`src/sv/assert_macros.svh`:
```
// Assertion macros for the filter RTL, included by the filter core.
// Every macro samples on aclk and is disabled while aresetn is low.
`ifndef ASSERT_MACROS_SVH
`define ASSERT_MACROS_SVH

// A property that must hold at every clock edge.
`define TCOF_ASSERT(lbl, prop, msg) \
    lbl: assert property (@(posedge aclk) disable iff (!aresetn) (prop)) else $error(msg);

// A condition in one cycle that implies another in the next cycle.
`define TCOF_ASSERT_NEXT(lbl, ante, cons, msg) \
    lbl: assert property (@(posedge aclk) disable iff (!aresetn) (ante) |=> (cons)) else $error(msg);

`endif

```
`src/sv/tcof_pkg.sv`:
```
// Types, constants and saturating helpers for the clock offset filter.
// No dependencies; every module in the project imports this package.
`timescale 1ns / 1ps

package tcof_pkg;

    localparam int FRACTION_BITS    = 16;
    localparam int GAIN_TABLE_DEPTH = 256;
    localparam int TBL_IDX_W        = $clog2(GAIN_TABLE_DEPTH);
    localparam int TBL_ADDR_W       = TBL_IDX_W + 1;
    localparam int X_LIMIT_BITS     = 51;
    localparam int TABLE_Q          = 60;
    localparam int CFG_ADDR_W       = 5;

    localparam logic [16:0] GAIN_ONE = 17'd65536;

    localparam logic signed [63:0] S64_MAX     = 64'sh7FFF_FFFF_FFFF_FFFF;
    localparam logic signed [63:0] S64_MIN     = 64'sh8000_0000_0000_0000;
    localparam logic signed [63:0] Q_BOUND     = S64_MAX >>> FRACTION_BITS;
    localparam logic signed [63:0] Q_BOUND_NEG = ~Q_BOUND;

    // Operation codes carried on the input tuser.
    localparam logic [2:0] OP_FWD_SET    = 3'd0;
    localparam logic [2:0] OP_FWD_SAMPLE = 3'd1;
    localparam logic [2:0] OP_REV_SET    = 3'd2;
    localparam logic [2:0] OP_REV_SAMPLE = 3'd3;
    localparam logic [2:0] OP_REBASE     = 3'd4;
    localparam logic [2:0] OP_CLEAR      = 3'd5;

    // Register indexes on the configuration port.
    localparam logic [2:0] REG_STEP_GAIN  = 3'd0;
    localparam logic [2:0] REG_NEG_LIMIT  = 3'd1;
    localparam logic [2:0] REG_FAST_TAU   = 3'd2;
    localparam logic [2:0] REG_SLOW_TAU   = 3'd3;
    localparam logic [2:0] REG_BAND_FRAC  = 3'd4;

    typedef struct packed {
        logic [15:0] step_gain;
        logic [31:0] negative_limit_ns;
        logic [31:0] fast_inverse_tau;
        logic [31:0] slow_inverse_tau;
        logic [15:0] band_half_fraction;
    } cfg_t;

    typedef logic [16:0] gain_tbl_t [0:GAIN_TABLE_DEPTH];

    // Shift-and-subtract division, used only while the gain table is built.
    function automatic logic [63:0] div_u64(input logic [63:0] num,
                                            input logic [63:0] den);
        logic [63:0] quo;
        logic [64:0] rem;
        quo = '0;
        rem = '0;
        for (int i = 63; i >= 0; i--) begin
            rem = {rem[63:0], num[i]};
            if (rem >= {1'b0, den}) begin
                rem    = rem - {1'b0, den};
                quo[i] = 1'b1;
            end
        end
        return quo;
    endfunction

    // 1 - exp(-x) in Q0.16 at steps of 8/GAIN_TABLE_DEPTH, built from a
    // Q60 power series of exp(-8/GAIN_TABLE_DEPTH) raised step by step.
    function automatic gain_tbl_t build_gain_table();
        gain_tbl_t    tbl;
        logic [63:0]  term;
        logic [63:0]  pos;
        logic [63:0]  neg;
        logic [63:0]  r;
        logic [63:0]  p;
        logic [127:0] wide;
        term = 64'd1 << TABLE_Q;
        pos  = term;
        neg  = '0;
        for (int n = 1; n <= 40; n++) begin
            term = div_u64(term * 64'd8, 64'(GAIN_TABLE_DEPTH) * 64'(n));
            if ((n & 1) != 0) begin
                neg = neg + term;
            end else begin
                pos = pos + term;
            end
        end
        r = pos - neg;
        p = 64'd1 << TABLE_Q;
        for (int k = 0; k <= GAIN_TABLE_DEPTH; k++) begin
            tbl[k] = GAIN_ONE -
                17'((p + (64'd1 << (TABLE_Q - 17))) >> (TABLE_Q - 16));
            wide = {64'd0, p} * {64'd0, r};
            p    = wide[TABLE_Q +: 64];
        end
        return tbl;
    endfunction

    function automatic logic signed [63:0] sat_add(input logic signed [63:0] a,
                                                   input logic signed [63:0] b);
        logic signed [64:0] s;
        s = {a[63], a} + {b[63], b};
        if (s[64] != s[63]) begin
            return s[64] ? S64_MIN : S64_MAX;
        end
        return s[63:0];
    endfunction

    function automatic logic signed [63:0] sat_sub(input logic signed [63:0] a,
                                                   input logic signed [63:0] b);
        logic signed [64:0] s;
        s = {a[63], a} - {b[63], b};
        if (s[64] != s[63]) begin
            return s[64] ? S64_MIN : S64_MAX;
        end
        return s[63:0];
    endfunction

    // Nanoseconds to fixed point, saturating.
    function automatic logic signed [63:0] to_q(input logic signed [63:0] v);
        if (v > Q_BOUND) begin
            return S64_MAX;
        end else if (v < Q_BOUND_NEG) begin
            return S64_MIN;
        end
        return v <<< FRACTION_BITS;
    endfunction

    function automatic logic [63:0] magnitude(input logic signed [63:0] a);
        if (a < 0) begin
            return 64'(-a);
        end
        return 64'(a);
    endfunction

endpackage

```
`src/sv/tcof_cfg.sv`:
```
// Configuration register file on an APB-style port.
// Depends on tcof_pkg for the register indexes and the cfg_t bundle.
`timescale 1ns / 1ps

module tcof_cfg
    import tcof_pkg::*;
(
    input  logic                  aclk,
    input  logic                  aresetn,
    input  logic                  psel,
    input  logic                  penable,
    input  logic                  pwrite,
    input  logic [CFG_ADDR_W-1:0] paddr,
    input  logic [31:0]           pwdata,
    output logic [31:0]           prdata,
    output logic                  pready,
    output cfg_t                  cfg
);

    cfg_t       cfg_reg;
    logic [2:0] reg_idx;
    logic       wr_en;

    assign pready  = 1'b1;
    assign reg_idx = paddr[4:2];
    assign wr_en   = psel && penable && pwrite;
    assign cfg     = cfg_reg;

    always_ff @(posedge aclk) begin
        if (!aresetn) begin
            cfg_reg.step_gain          <= 16'd328;
            cfg_reg.negative_limit_ns  <= 32'd300000;
            cfg_reg.fast_inverse_tau   <= 32'd562950;
            cfg_reg.slow_inverse_tau   <= 32'd28147;
            cfg_reg.band_half_fraction <= 16'd16384;
        end else if (wr_en) begin
            unique case (reg_idx)
                REG_STEP_GAIN: cfg_reg.step_gain          <= pwdata[15:0];
                REG_NEG_LIMIT: cfg_reg.negative_limit_ns  <= pwdata;
                REG_FAST_TAU:  cfg_reg.fast_inverse_tau   <= pwdata;
                REG_SLOW_TAU:  cfg_reg.slow_inverse_tau   <= pwdata;
                REG_BAND_FRAC: cfg_reg.band_half_fraction <= pwdata[15:0];
                default: ;
            endcase
        end
    end

    always_comb begin
        unique case (reg_idx)
            REG_STEP_GAIN: prdata = {16'd0, cfg_reg.step_gain};
            REG_NEG_LIMIT: prdata = cfg_reg.negative_limit_ns;
            REG_FAST_TAU:  prdata = cfg_reg.fast_inverse_tau;
            REG_SLOW_TAU:  prdata = cfg_reg.slow_inverse_tau;
            REG_BAND_FRAC: prdata = {16'd0, cfg_reg.band_half_fraction};
            default:       prdata = '0;
        endcase
    end

endmodule

```
`config.mk`:
```
export PLATFORM = sky130hd
export DESIGN_NAME = tcof_cfg
export DESIGN_NICKNAME = d
export VERILOG_FILES = /design/src/sv/assert_macros.svh /design/src/sv/tcof_pkg.sv /design/src/sv/tcof_cfg.sv
export SDC_FILE = /design/constraint.sdc
export NUM_CORES = 1
export LEC_CHECK = 0
export BUFFER_PORTS_ARGS = -buffer_cell sky130_fd_sc_hd__buf_2
export CORE_MARGIN = 3
export CORE_UTILIZATION = 53
export CTS_BUF_LIST = sky130_fd_sc_hd__clkbuf_16
export DETAILED_ROUTE_END_ITERATION = 8
export MAX_ROUTING_LAYER = met4
export PLACE_DENSITY = 0.84
export SYNTH_ARGS = -nofsm -noshare
export SYNTH_HDL_FRONTEND = slang
export SYNTH_SLANG_ARGS = --single-unit
```
`constraint.sdc`:
```
create_clock -name aclk -period 2.1 [get_ports aclk]
set_input_delay 0.105 -clock aclk [delete_from_list [all_inputs] [get_ports aclk]]
set_output_delay 0.105 -clock aclk [all_outputs]
set_load 0.02 [all_outputs]
```
== Yosys cells after proc, flatten, opt, wreduce, memory -nomap -nowiden ==
Index checks and enable logic that the tools add are counted.
Operators by class
  equal/unequal tests: 4
  muxes and demuxes: 1
  reduce and logical (&&, ||, !) cells: 8
Operators by type and width (number)
  32-bit one-hot mux with 5 select lines: 1
  2-bit AND reduction: 5
  3-bit by 2-bit == test with 1-bit output (second input constant): 2
  3-bit by 1-bit == test with 1-bit output (second input constant): 1
  3-bit == test (second input constant): 1
  3-bit zero test: 1
  1-bit logical AND: 2
Word-level totals
  bits in registers: 128
  input port bits: 42
  logic and storage cells: 18

== Depth between registers and ports, before layout ==
  word-level depth: 3
  mapped depth: 7
  depth with buffers taken out: 3

== Least setup slack after synthesis ==
Ideal clock, no wire load.
  path type: input to output
  start point: in paddr[4]
  end point: out prdata[0]
  arrival: 1327 ps
  path slack: 668 ps
  cell stages on the path: 6
  path buffers: 3
  cell sequence: buf_2 nor2b_1 clkbuf_1 clkbuf_1 a22oi_1 o22ai_1
On the way
  cells in the longest elaborated chain, start to end: 2
  elaborated cells on any way between the ends: 6
  classes of those cells: eq/ne: 4; mux: 1; reduce/logical: 1
Ends and longest elaborated chain
  from (decl): RTL line tcof_cfg.sv:13  | input logic [CFG_ADDR_W-1:0] paddr,
  3-bit == test (tied with other cells): RTL line tcof_cfg.sv:49  | unique case (reg_idx)
  32-bit one-hot mux with 5 select lines *: RTL line tcof_cfg.sv:49
  to (decl): RTL line tcof_cfg.sv:15  | output logic [31:0] prdata,
Mark *: on every way between the ends. The rest lies on a longest branch, timed or not.

== Final worst setup path ==
  start point: in paddr[2]
  end point: out prdata[7]
Same word-level chain as after synthesis.

==> key figures <==
Setup path
  – R2R depth: 2
  – Critical path depth in cells: 6
  – Setup crit start kind: primary input
  – CP Capture Type: output port
  – Critical path cell sequence: buf_2, buf_4, mux2_2, a22oi_1, o22ai_1, buf_2
  – Worst R2R End: cfg[87]
  – CP max stage delay: between 300 and 400 ps
  – CP delay by family, top: buffers and inverters
  – Crit-path max FO: 16
  – Reg-to-reg startpoint: cfg[87]
  – Slowest-stage cell, CP: mux2_2
  – WP data required: ~2000 ps
  – Reg2reg setup slack: 1390 ps
  – Most used cell, CP: buf_2
  – Crit path kind: primary input to output port
  – Buf+Inv Stages, Crit Path: 3
  – WP data arrival: approximately 1700 ps

Placement
  – Cell Count Post-Placement: 933
  – PortBufs: between 150 and 200
  – HPWL Detailed: around 13 mm
  – Gpl congestion: ~0.85
  – Post-Place Setup Slack: approximately 350 ps
  – Area after DPL: about 7000 µm²

STA
  – Maximum clock frequency: 0.553 GHz
  – Rel. slew slack: 39.2%
  – Fin. max-slew vios: 0
  – Setup tns final: 0 ps
  – Fin. Hold Viols: 0
  – Tcrit/Tclk final: between 80% and 90%
  – Tightest Pin Transition: between 900 and 1000 ps
  – # setup viols final: 0
  – RSZ-0062 raised after global routing: no
  – Post-layout min period: 1810 ps
  – Setup slack after layout: 291 ps
  – Post-Route Skew: 0 ps

Drt
  – Drt total wl: between 15 and 20 mm
  – Pre-antenna DRT Iters: 5
  – WL per Instance: between 15 and 20 µm
  – Via density per instance: 5.86
  – 1st-iter DRT viols: roughly 600
  – DR vias: approximately 5800
  – Residual DRC: 0
  – DRT antenna net count: 0

Power
  – Clk pwr share: between 50% and 60%
  – Sw frac: about a quarter
  – Pint: roughly 4.6 mW
  – Sequential fraction of design power: 40.6%
  – Power Density: about 780 nW/µm²
  – Leakage: 3.79 nW
  – Combinational fraction of design power: 8.6%
  – Max VDD drop: ~440 µV
  – Switching pwr: 1.46 mW

Floorplanning
  – Num rows: 37
  – Die W: around 110 µm
  – Die area: 12300 µm²
  – I/O pin total: 203
  – Initial Util: approximately 55%
  – Die Ht: 111 µm
  – Core Box Area: between 10000 and 15000 µm²

Final layout
  – Util after Layout: about three quarters
  – ANT cells: 0
  – Area Growth Syn to Fin: 33.7%
  – Share of cells above drive strength 1: between 30% and 40%
  – Layout net count: just under 900
  – Final instance area: between 7000 and 8000 µm²
  – Fin cells: 991
  – Area taken by multi-input logic gates: between 2000 and 3000 µm²
  – Layout fillers: around 740
  – Largest register FFs: ~130
  – Seq. cell area: between 2000 and 3000 µm²

CTS
  – Worst-path clk slew: 60 ps
  – Clock sinks: about 130
  – CTS resizes: 0
  – Worst-Skew Late Latency: a little over 400 ps
  – TritonCTS Buffers: 17
  – # Post-CTS Setup Buffers: 0
  – Cts hold-fix bufs: 26
  – Clk buf depth: 2
  – H-tree depth: 4
  – Clk root buf: clkbuf_16
  – TritonCTS clock tree: yes

Min path
  – Min-Delay Endpoint: cfg[42]
  – Tightest Hold Check Type: primary input to flip-flop
  – Cells on Worst Hold Path: 3
  – Startpoint of the worst hold path: pwdata[26]

Synth
  – Yosys cell types: 26
  – Mapped Nets: 675
  – Share of async-settable or async-resettable flops after synthesis: 0%
  – Register bit total from synthesis: approximately 130
  – Area leader, netlist: dfxtp_1
  – Netlist Area Pre-Place: 5830 µm²
  – Synth top area share: a little over two fifths
  – Warnings from Yosys: 0
  – Sequential-to-total area share from yosys stat: roughly 44%
  – Top FF cell, synth: dfxtp_1
  – Largest cells by area after synthesis: dfxtp_1 (44%), mux2i_1 (17%), nand2_1 (8.4%)
  – Synth Area per Inst: 9.21 µm²
  – Post-synth EDFFs: 0
  – Synthesized instance count: 633

Global routing
  – Largest net degree at the start of global routing: 60
  – Vias in the first global route: approximately 5800
  – First-pass GRT wire length: between 30 and 40 mm
  – Gr usage total: 31.5%
  – Initial antenna violation count: 0
  – Total grt overflow: 0

Outcome
  – Status: completed

Flow run
  – Max_cap viols: 0
[power groups by stage]
| stage | sequential (mW) | combinational (mW) | clock [mW] |
|---|---|---|---|
| finish | 2.47 | 0.525 | 3.09 |
| global route | 2.47 | 0.557 | 3.23 |
| CTS | 2.47 | 0.513 | 3.10 |
| detailed placement | 2.52 | 0.472 | 0 |
| global placement | 2.52 | 0.460 | 0 |
| floorplan | 2.54 | 0.275 | 0 |
[cells in the final DEF, fill, tap and decap left out, types with 18 or more instances in the layout]
| cell | count |
|---|---|
| buf_2 | 198 |
| a22oi_1 | 48 |
| mux2_2 | 32 |
| nor2_1 | 18 |
| nand2_1 | 131 |
| inv_1 | 28 |
| mux2i_1 | 98 |
| o211ai_1 | 30 |
| dfxtp_1 | 128 |
| o21ai_0 | 19 |
| buf_4 | 23 |
| dlygate4sd3_1 | 26 |
[Yosys cell counts (13+ instances only)]
| cell type | instances |
|---|---|
| inv_1 | 27 |
| o211ai_1 | 30 |
| nor2_1 | 19 |
| o21ai_0 | 19 |
| o22ai_1 | 16 |
| nand2_1 | 131 |
| dfxtp_1 | 128 |
| buf_2 | 13 |
| a22oi_1 | 48 |
| mux2i_1 | 98 |
| mux2_2 | 32 |
| clkbuf_1 | 32 |
[logic make-up after synthesis]
family          after synthesis  synth area share, %
simple gates                175                 12.7
mux                         130                 23.0
flops                       128                 43.9
compound gates              113                 13.4
buf+inv                      86                 6.91
other cells                   1               0.0643
[through the flow]
stage                     power [mW]  hold WS [ps]
final                           6.09          18.0
after global routing            6.25          14.0
after CTS                       6.08          2.62
after detailed placement        2.99           377
after global placement          2.98           382
after floorplan                 2.82           247
[worst max-delay path by stage]
stage	startpoint	to	slack (ps)
4_1_cts	paddr[2]	prdata[5]	370
3_3_place_gp	paddr[3]	cfg[31]	380
6_report	paddr[2]	prdata[7]	290
3_5_place_dp	paddr[3]	cfg[25]	350
2_1_floorplan	paddr[4]	prdata[0]	670
5_1_grt	paddr[2]	prdata[7]	260
[metal layers]
layer	vias to the layer above	global-route usage (%)	part of all wire, %
li1	2634	-	-
met3	70	7.64	9.2
met2	361	51.7	49
met5	-	-	0
met1	2745	36.7	39
met4	0	13.6	3.2
[final cells by class]
| type | instances | share of cell area (%) |
|---|---|---|
| clock buffers | 17 | 5.46 |
| flip-flops and latches | 128 | 32.9 |
| well taps | 136 | 2.18 |
| inverters | 27 | 1.30 |
| multi-input cells | 419 | 36.9 |
| clock inverters | 15 | 2.50 |
| repair buffers | 249 | 18.8 |
[worst register-to-register path: cells and delay by family (launching register included)]
family | cells | cell delay, ps
compound gates | 1 | 180
buf+inv | 1 | 70
flops | 1 | 380
Note: power is estimated with default switching activity, not from simulation.
