**config.mk**
```make
export PLATFORM = sky130hd
export DESIGN_NAME = tcof_mul
export DESIGN_NICKNAME = d
export VERILOG_FILES = /design/src/sv/assert_macros.svh /design/src/sv/tcof_pkg.sv /design/src/sv/tcof_mul.sv
export SDC_FILE = /design/constraint.sdc
export NUM_CORES = 2
export LEC_CHECK = 0
export BUFFER_PORTS_ARGS = -buffer_cell sky130_fd_sc_hd__buf_4
export CAP_MARGIN = 20
export CORE_MARGIN = 10
export CORE_UTILIZATION = 65
export DETAILED_ROUTE_END_ITERATION = 6
export PLACE_DENSITY_LB_ADDON = 0.12
export SYNTH_ARGS = -nofsm -noshare
export SYNTH_HDL_FRONTEND = slang
export SYNTH_SLANG_ARGS = --single-unit
export TNS_END_PERCENT = 30
```
**constraint.sdc**
```tcl
create_clock -name aclk -period 12.5 [get_ports aclk]
set_clock_uncertainty 0.1 [all_clocks]
set_input_delay 0.625 -clock aclk [delete_from_list [all_inputs] [get_ports aclk]]
set_output_delay 0.625 -clock aclk [all_outputs]
set_load 0.1 [all_outputs]
```
**src/sv/assert_macros.svh**
```systemverilog
// Assertion macros for the filter RTL, included by the filter core.
// Every macro samples on aclk and is disabled while aresetn is low.
`ifndef ASSERT_MACROS_SVH
`define ASSERT_MACROS_SVH

// A property that must hold at every clock edge.
`define TCOF_ASSERT(lbl, prop, msg) \
    lbl: assert property (@(posedge aclk) disable iff (!aresetn) (prop)) else $error(msg);

// A condition in one cycle that implies another in the next cycle.
`define TCOF_ASSERT_NEXT(lbl, ante, cons, msg) \
    lbl: assert property (@(posedge aclk) disable iff (!aresetn) (ante) |=> (cons)) else $error(msg);

`endif

```
**src/sv/tcof_pkg.sv**
```systemverilog
// Types, constants and saturating helpers for the clock offset filter.
// No dependencies; every module in the project imports this package.
`timescale 1ns / 1ps

package tcof_pkg;

    localparam int FRACTION_BITS    = 16;
    localparam int GAIN_TABLE_DEPTH = 256;
    localparam int TBL_IDX_W        = $clog2(GAIN_TABLE_DEPTH);
    localparam int TBL_ADDR_W       = TBL_IDX_W + 1;
    localparam int X_LIMIT_BITS     = 51;
    localparam int TABLE_Q          = 60;
    localparam int CFG_ADDR_W       = 5;

    localparam logic [16:0] GAIN_ONE = 17'd65536;

    localparam logic signed [63:0] S64_MAX     = 64'sh7FFF_FFFF_FFFF_FFFF;
    localparam logic signed [63:0] S64_MIN     = 64'sh8000_0000_0000_0000;
    localparam logic signed [63:0] Q_BOUND     = S64_MAX >>> FRACTION_BITS;
    localparam logic signed [63:0] Q_BOUND_NEG = ~Q_BOUND;

    // Operation codes carried on the input tuser.
    localparam logic [2:0] OP_FWD_SET    = 3'd0;
    localparam logic [2:0] OP_FWD_SAMPLE = 3'd1;
    localparam logic [2:0] OP_REV_SET    = 3'd2;
    localparam logic [2:0] OP_REV_SAMPLE = 3'd3;
    localparam logic [2:0] OP_REBASE     = 3'd4;
    localparam logic [2:0] OP_CLEAR      = 3'd5;

    // Register indexes on the configuration port.
    localparam logic [2:0] REG_STEP_GAIN  = 3'd0;
    localparam logic [2:0] REG_NEG_LIMIT  = 3'd1;
    localparam logic [2:0] REG_FAST_TAU   = 3'd2;
    localparam logic [2:0] REG_SLOW_TAU   = 3'd3;
    localparam logic [2:0] REG_BAND_FRAC  = 3'd4;

    typedef struct packed {
        logic [15:0] step_gain;
        logic [31:0] negative_limit_ns;
        logic [31:0] fast_inverse_tau;
        logic [31:0] slow_inverse_tau;
        logic [15:0] band_half_fraction;
    } cfg_t;

    typedef logic [16:0] gain_tbl_t [0:GAIN_TABLE_DEPTH];

    // Shift-and-subtract division, used only while the gain table is built.
    function automatic logic [63:0] div_u64(input logic [63:0] num,
                                            input logic [63:0] den);
        logic [63:0] quo;
        logic [64:0] rem;
        quo = '0;
        rem = '0;
        for (int i = 63; i >= 0; i--) begin
            rem = {rem[63:0], num[i]};
            if (rem >= {1'b0, den}) begin
                rem    = rem - {1'b0, den};
                quo[i] = 1'b1;
            end
        end
        return quo;
    endfunction

    // 1 - exp(-x) in Q0.16 at steps of 8/GAIN_TABLE_DEPTH, built from a
    // Q60 power series of exp(-8/GAIN_TABLE_DEPTH) raised step by step.
    function automatic gain_tbl_t build_gain_table();
        gain_tbl_t    tbl;
        logic [63:0]  term;
        logic [63:0]  pos;
        logic [63:0]  neg;
        logic [63:0]  r;
        logic [63:0]  p;
        logic [127:0] wide;
        term = 64'd1 << TABLE_Q;
        pos  = term;
        neg  = '0;
        for (int n = 1; n <= 40; n++) begin
            term = div_u64(term * 64'd8, 64'(GAIN_TABLE_DEPTH) * 64'(n));
            if ((n & 1) != 0) begin
                neg = neg + term;
            end else begin
                pos = pos + term;
            end
        end
        r = pos - neg;
        p = 64'd1 << TABLE_Q;
        for (int k = 0; k <= GAIN_TABLE_DEPTH; k++) begin
            tbl[k] = GAIN_ONE -
                17'((p + (64'd1 << (TABLE_Q - 17))) >> (TABLE_Q - 16));
            wide = {64'd0, p} * {64'd0, r};
            p    = wide[TABLE_Q +: 64];
        end
        return tbl;
    endfunction

    function automatic logic signed [63:0] sat_add(input logic signed [63:0] a,
                                                   input logic signed [63:0] b);
        logic signed [64:0] s;
        s = {a[63], a} + {b[63], b};
        if (s[64] != s[63]) begin
            return s[64] ? S64_MIN : S64_MAX;
        end
        return s[63:0];
    endfunction

    function automatic logic signed [63:0] sat_sub(input logic signed [63:0] a,
                                                   input logic signed [63:0] b);
        logic signed [64:0] s;
        s = {a[63], a} - {b[63], b};
        if (s[64] != s[63]) begin
            return s[64] ? S64_MIN : S64_MAX;
        end
        return s[63:0];
    endfunction

    // Nanoseconds to fixed point, saturating.
    function automatic logic signed [63:0] to_q(input logic signed [63:0] v);
        if (v > Q_BOUND) begin
            return S64_MAX;
        end else if (v < Q_BOUND_NEG) begin
            return S64_MIN;
        end
        return v <<< FRACTION_BITS;
    endfunction

    function automatic logic [63:0] magnitude(input logic signed [63:0] a);
        if (a < 0) begin
            return 64'(-a);
        end
        return 64'(a);
    endfunction

endpackage

```
**src/sv/tcof_mul.sv**
```systemverilog
// Shared 64 x 32 multiplier built from one 32 x 32 product used twice.
// Depends on tcof_pkg only through the common import.
`timescale 1ns / 1ps

module tcof_mul
    import tcof_pkg::*;
(
    input  logic        aclk,
    input  logic        aresetn,
    input  logic        start,
    input  logic [63:0] a,
    input  logic [31:0] b,
    output logic        busy,
    output logic        done,
    output logic [95:0] prod
);

    localparam logic [1:0] P_IDLE = 2'd0;
    localparam logic [1:0] P_LO   = 2'd1;
    localparam logic [1:0] P_HI   = 2'd2;
    localparam logic [1:0] P_ACC  = 2'd3;

    logic [1:0]  phase_reg;
    logic [31:0] a_lo_reg;
    logic [31:0] a_hi_reg;
    logic [31:0] b_reg;
    logic [63:0] pp_reg;
    logic [95:0] acc_reg;
    logic        done_reg;
    logic [31:0] mul_in;
    logic [63:0] mul_out;

    // The single multiplier sees the low half first, then the high half.
    assign mul_in  = (phase_reg == P_LO) ? a_lo_reg : a_hi_reg;
    assign mul_out = 64'(mul_in) * 64'(b_reg);

    assign busy = (phase_reg != P_IDLE);
    assign done = done_reg;
    assign prod = acc_reg;

    always_ff @(posedge aclk) begin
        if (!aresetn) begin
            phase_reg <= P_IDLE;
            done_reg  <= 1'b0;
        end else begin
            done_reg <= 1'b0;
            unique case (phase_reg)
                P_IDLE: begin
                    if (start) begin
                        phase_reg <= P_LO;
                    end
                end
                P_LO:  phase_reg <= P_HI;
                P_HI:  phase_reg <= P_ACC;
                P_ACC: begin
                    phase_reg <= P_IDLE;
                    done_reg  <= 1'b1;
                end
                default: phase_reg <= P_IDLE;
            endcase
        end
    end

    always_ff @(posedge aclk) begin
        if (phase_reg == P_IDLE && start) begin
            a_lo_reg <= a[31:0];
            a_hi_reg <= a[63:32];
            b_reg    <= b;
        end
        if (phase_reg == P_LO) begin
            pp_reg <= mul_out;
        end
        if (phase_reg == P_HI) begin
            acc_reg <= {32'd0, pp_reg};
            pp_reg  <= mul_out;
        end
        if (phase_reg == P_ACC) begin
            acc_reg <= acc_reg + {pp_reg, 32'd0};
        end
    end

endmodule

```
Word level (Yosys, flattened, before mapping)
Cells that the tools add are included.
- flip-flop bits (word level): 259
- bits of input ports: 99
- output and inout port bits: 98
- logic and storage cells: 26
- add/subtract/negate cells: 1
- $mul: 1
- equal/unequal tests: 4
- mux-type cells: 8
- reductions and logical operators: 5
- operators by type and width (operator ; number):
    two-way mux 96 bit ; 2
    two-way mux 64 bit ; 2
    adder 96 bit ; 1
    multiplier 32 x 32 -> 64 bit ; 1
    two-way mux 32 bit ; 1
    case mux 2 bit (4 select lines) ; 1
    nonzero test 2 bit ; 3
    == test 2 bit (second input constant) ; 2
    == test 2 x 1 -> 1 bit (second input constant) ; 1
    logical NOT 2 bit ; 1
    two-way mux 2 bit ; 1
    != test 2 bit (second input constant) ; 1
    logical AND 1 bit ; 1
    two-way mux 1 bit ; 1

Logic depth before layout (Yosys ltp)
- depth in word-level cells: 5
- mapped depth: 35
- mapped depth without buffers: 31

Least setup slack after synthesis
Ideal clock, no wire load.
- kind: register -> register
- from: register phase_reg[1]
- to: register pp_reg[57], data pin
- setup time: 0.190 ns
- data arrival time: 8.583 ns
- data required time: 12.210 ns
- setup slack: 3.627 ns
- cell stages (with the launch flop): 30
- path buffers: 3
- clock period less this slack: 8.873 ns
- cell sequence: dfxtp_1 > inv_1 > ha_1 > clkbuf_1 > buf_1 > mux2_2 > clkbuf_1 > and2_1 > fa_1 > inv_1 > fa_1 > fa_1 > fa_1 > inv_1 > fa_1 > inv_1 > fa_1 > inv_1 > fa_1 > fa_1 > ha_1 > nand2_1 > or3_1 > o21a_1 > o41a_2 > nor3_1 > nor3_2 > nor3_1 > mux2_1 > a2111oi_2
- cells in the longest elaborated chain, start to end: 5
- elaborated cells between the ends (all ways): 6
- those cells by class: mul: 1; eq/ne: 2; mux: 3
- ends and longest elaborated chain (what ; RTL line ; RTL):
    start, declared ; tcof_mul.sv:23 ; logic [1:0] phase_reg;
    start signal, assigned ; tcof_mul.sv:43 ; phase_reg <= P_IDLE;
    start signal, assigned ; tcof_mul.sv:50 ; phase_reg <= P_LO;
    start signal, assigned ; tcof_mul.sv:53 ; P_LO: phase_reg <= P_HI;
    == test 2 x 1 -> 1 bit (*) ; tcof_mul.sv:34 ; assign mul_in = (phase_reg == P_LO) ? a_lo_reg : a_hi_reg;
    two-way mux 32 bit (*) ; tcof_mul.sv:34 ;
    multiplier 32 x 32 -> 64 bit (*) ; tcof_mul.sv:35 ; assign mul_out = 64'(mul_in) * 64'(b_reg);
    via mul_out[57] ; tcof_mul.sv:31 ; logic [63:0] mul_out;
    two-way mux 64 bit ; tcof_mul.sv:70 ; if (phase_reg == P_LO) begin
    two-way mux 64 bit (*) ; tcof_mul.sv:73 ; if (phase_reg == P_HI) begin
    end signal, assigned ; tcof_mul.sv:71 ; pp_reg <= mul_out;
    end signal, assigned ; tcof_mul.sv:75 ; pp_reg <= mul_out;
    end, declared ; tcof_mul.sv:27 ; logic [63:0] pp_reg;
Mark *: on every way through the listed nets, which the timed path passes. The rest lies on a longest branch. The select of a mux whose other input is x is not followed.
A chain may end at the register's enable or synchronous reset.

Final worst setup path
Same ends and word-level chain as after synthesis.

==> impl_metrics.py <==
metrics = {
    "run_status": {
        "status": "completed",
    },
    "yosys": {
        "synthesis.instances": 4683,
        "synth.top_cells.by_count": "inv_1 (906), fa_1 (897), and2_1 (586)",
        "synth_top_area_share_pct": 38.9,
        "ys_seq_area_share_pct": 16.8,
        "netlist.top_cell.by_area": "fa_1",
        "syn-cell-area_sq_um": 46100,
        "synth.net_count": 6010,
        "ys_seq_elements": 259,
        "synth_area_per_cell_sq_um": 9.85,
        "ys_dominant_reg_cell": "edfxtp_1",
        "yosysMostFrequentCell": "inv_1",
        "async_flop_share_pct": 0,
        "synth_area_leaders": "fa_1 (39%), edfxtp_1 (17%), ha_1 (9.0%), and2_1 (7.9%), inv_1 (7.4%)",
        "ys_types": 73,
        "ys_warn_count": 0,
        "synth_edf_count": 256,
    },
    "min_path": {
        "hp-start": "b[26]",
        "holdPathStages": 1,
        "hold_class": "input pin to flip-flop",
        "min_delay_worst_endpoint": "b_reg[26]$_DFFE_PP_",
    },
    "critical_path": {
        "crit_path_top_delay_cell": "ha_2",
        "worst-path-buf-inv": 5,
        "r2r_setup_slack_ps": 2600,
        "cp.arrival_ps": 10230,
        "critical_path_peak_fanout": 32,
        "rr_endpoint": "pp_reg[57]$_DFFE_PP_",
        "rr_worst_depth": 26,
        "endpoint_kind": "flip-flop",
        "crit_required_ps": 12830,
        "cp_common_cell": "fa_1",
        "cp-start-kind": "flip-flop",
        "crit_type": "flip-flop to flip-flop",
        "path_delay_family": "adder cells",
        "reg2reg_from": "phase_reg[1]$_SDFFE_PN0P_",
        "cp_slowest_stage_delay_ps": 880,
    },
    "detailed_routing": {
        "vias": 32700,
        "avgRoutedWirePerCell_um": 21.2,
        "drt_iter0_markers": 2307,
        "firstDrtPassIters": 5,
        "routed_wl_um": 120000,
        "vias_per_cell": 5.77,
        "remaining_drc_errors": 0,
        "postRouteAntennaNets": 0,
    },
    "clock_tree": {
        "cts_max_level": 1,
        "cts_tree": "built",
        "clockBufferDepth": 3,
        "cts_root_buf": "clkbuf_16",
        "post_cts_buffers": 0,
        "clock_latency_ps": 640,
        "cts_buffers": 31,
        "postCtsHoldBufs": 0,
        "cts.clk_slew.worst_paths_ps": 60,
        "cts_sinks": 259,
        "cts-resized-gates": 0,
    },
    "global_route": {
        "met1_usage_pct": 37.7,
        "grt_max_degree": 86,
        "grt_usage_pct": 29.9,
        "antenna_found_initial": 2,
        "use_met3_pct": 4.48,
        "busiest_layer": "met2",
        "grt_pass1_vias": 35000,
        "globalRoute.totalOverflow": 0,
        "grtUsageMet2_pct": 50.7,
        "grt_first_pass_wirelength_um": 193000,
    },
    "floorplan": {
        "start_util_pct": 65.7,
        "core_region_area_sq_um": 70100,
        "die_area_sq_um": 82000,
        "io_pins": 197,
        "rows": 97,
        "fp.dieW_um": 286,
        "die_h_um": 286,
    },
    "cells_and_area": {
        "fin_nets": 6031,
        "utilization_pct": 70.1,
        "largest_reg_flops": 96,
        "area_growth_syn_to_layout_pct": 6.60,
        "drive_gt1_share_pct": 7.97,
        "diodes": 0,
        "fillCellCount": 5543,
    },
    "timing": {
        "setup_tns_ps": 0,
        "worst_hold_slack_ps": 51.5,
        "worst_pin_slew_ps": 1030,
        "timing.final.hold_violations": 0,
        "fmax_mhz": 101,
        "maxSlewHeadroom_pct": 31.7,
        "rsz0062_at_grt": "no",
        "finalCriticalPeriod_ps": 9900,
        "finalCritPeriodShare_pct": 79.2,
        "slew_violations": 0,
        "finalSetupViolCount": 0,
    },
    "place": {
        "portBuffers": 196,
        "gp_congestion": 0.962,
        "dp_hpwl_um": 95500,
    },
    "flow_run": {
        "drv_cap": 0,
    },
}
-- cell usage in the layout, fill, tap and decap left out, types with 5 or more instances in the layout --
cell type  netlist  layout
clkbuf_16        0      31
clkinv_2         0       6
nor2_1          90      90
nor3_1          23      23
mux2_2          57      57
nand3_1         26      26
nand2_1        533     533
a21oi_1        140     140
and4_1           5       5
a21o_1          89      89
nand2b_1        28      28
a211oi_1         9       9
nor3b_1          5       5
mux2i_1          8       8
a21boi_1         5       5
xor2_1          44      44
buf_4            0     240
o21ai_0         55      55
or3_1            7       7
nor2b_1         45      45
o21bai_1        30      30
a31oi_1         14      14
and3_1          16      16
a221oi_1         7       7
or2_2            6       6
ha_1           331     328
o31ai_1          7       7
fa_1           897     897
o21a_1          12      12
inv_6            0       6
and2_1         586     585
inv_1          906     906
edfxtp_1       256     256
o21ai_1         15      15
o211ai_1         8       8
xnor2_1         68      68
nand4_1         37      37
-- per-layer routing --
layer / share of wire [%] / vias to the layer above
met2: 49 / 1227
met3: 6.5 / 337
li1: - / 14400
met4: 5.4 / 2
met1: 39 / 16700
met5: 0.011 / -
-- worst max path at each step --
stage          slack (ps)                 startpoint                   end  cells past startpoint
3_5_place_dp         2650  phase_reg[1]$_SDFFE_PN0P_  pp_reg[57]$_DFFE_PP_                     26
4_1_cts              2580  phase_reg[1]$_SDFFE_PN0P_  pp_reg[57]$_DFFE_PP_                     26
6_report             2600  phase_reg[1]$_SDFFE_PN0P_  pp_reg[57]$_DFFE_PP_                     26
5_1_grt              2140  phase_reg[1]$_SDFFE_PN0P_  pp_reg[57]$_DFFE_PP_                     26
3_3_place_gp         2870  phase_reg[1]$_SDFFE_PN0P_  pp_reg[57]$_DFFE_PP_                     26
2_1_floorplan        3630  phase_reg[1]$_SDFFE_PN0P_  pp_reg[57]$_DFFE_PP_                     29
-- area by class of cell --
cell class                      count  area, sq um  share of cell area, %
Inverter                          907         3400                   6.93
Clock buffer                       34          787                   1.60
Sequential cell                   259         7750                   15.8
Multi-Input combinational cell   3265        34000                   69.2
Clock inverter                     23          215                  0.438
Tap cell                          940         1180                   2.39
Timing Repair Buffer              240         1800                   3.66
-- through the flow --
step / area (sq um) / setup WS [ps] / std cells
after global placement: 48200 / 2870 / 5611
after floorplan: 46100 / 3630 / 4683
after CTS: 49200 / 2580 / 5668
after detailed placement: 48200 / 2650 / 5611
final: 49200 / 2600 / 5668
after global routing: 49200 / 2140 / 5668
-- logic make-up after synthesis --
logic type	Yosys count	synth area share [%]
mux	67	1.62
flops	259	16.8
simple gates	1416	15.8
fa+ha+maj	1228	47.9
buf+inv	1159	9.43
compound gates	442	6.34
xor+xnor	112	2.13
Power is left out: the tool's default activity adds up to more than one toggle a clock period on the data nets, which glitch-free logic cannot reach.
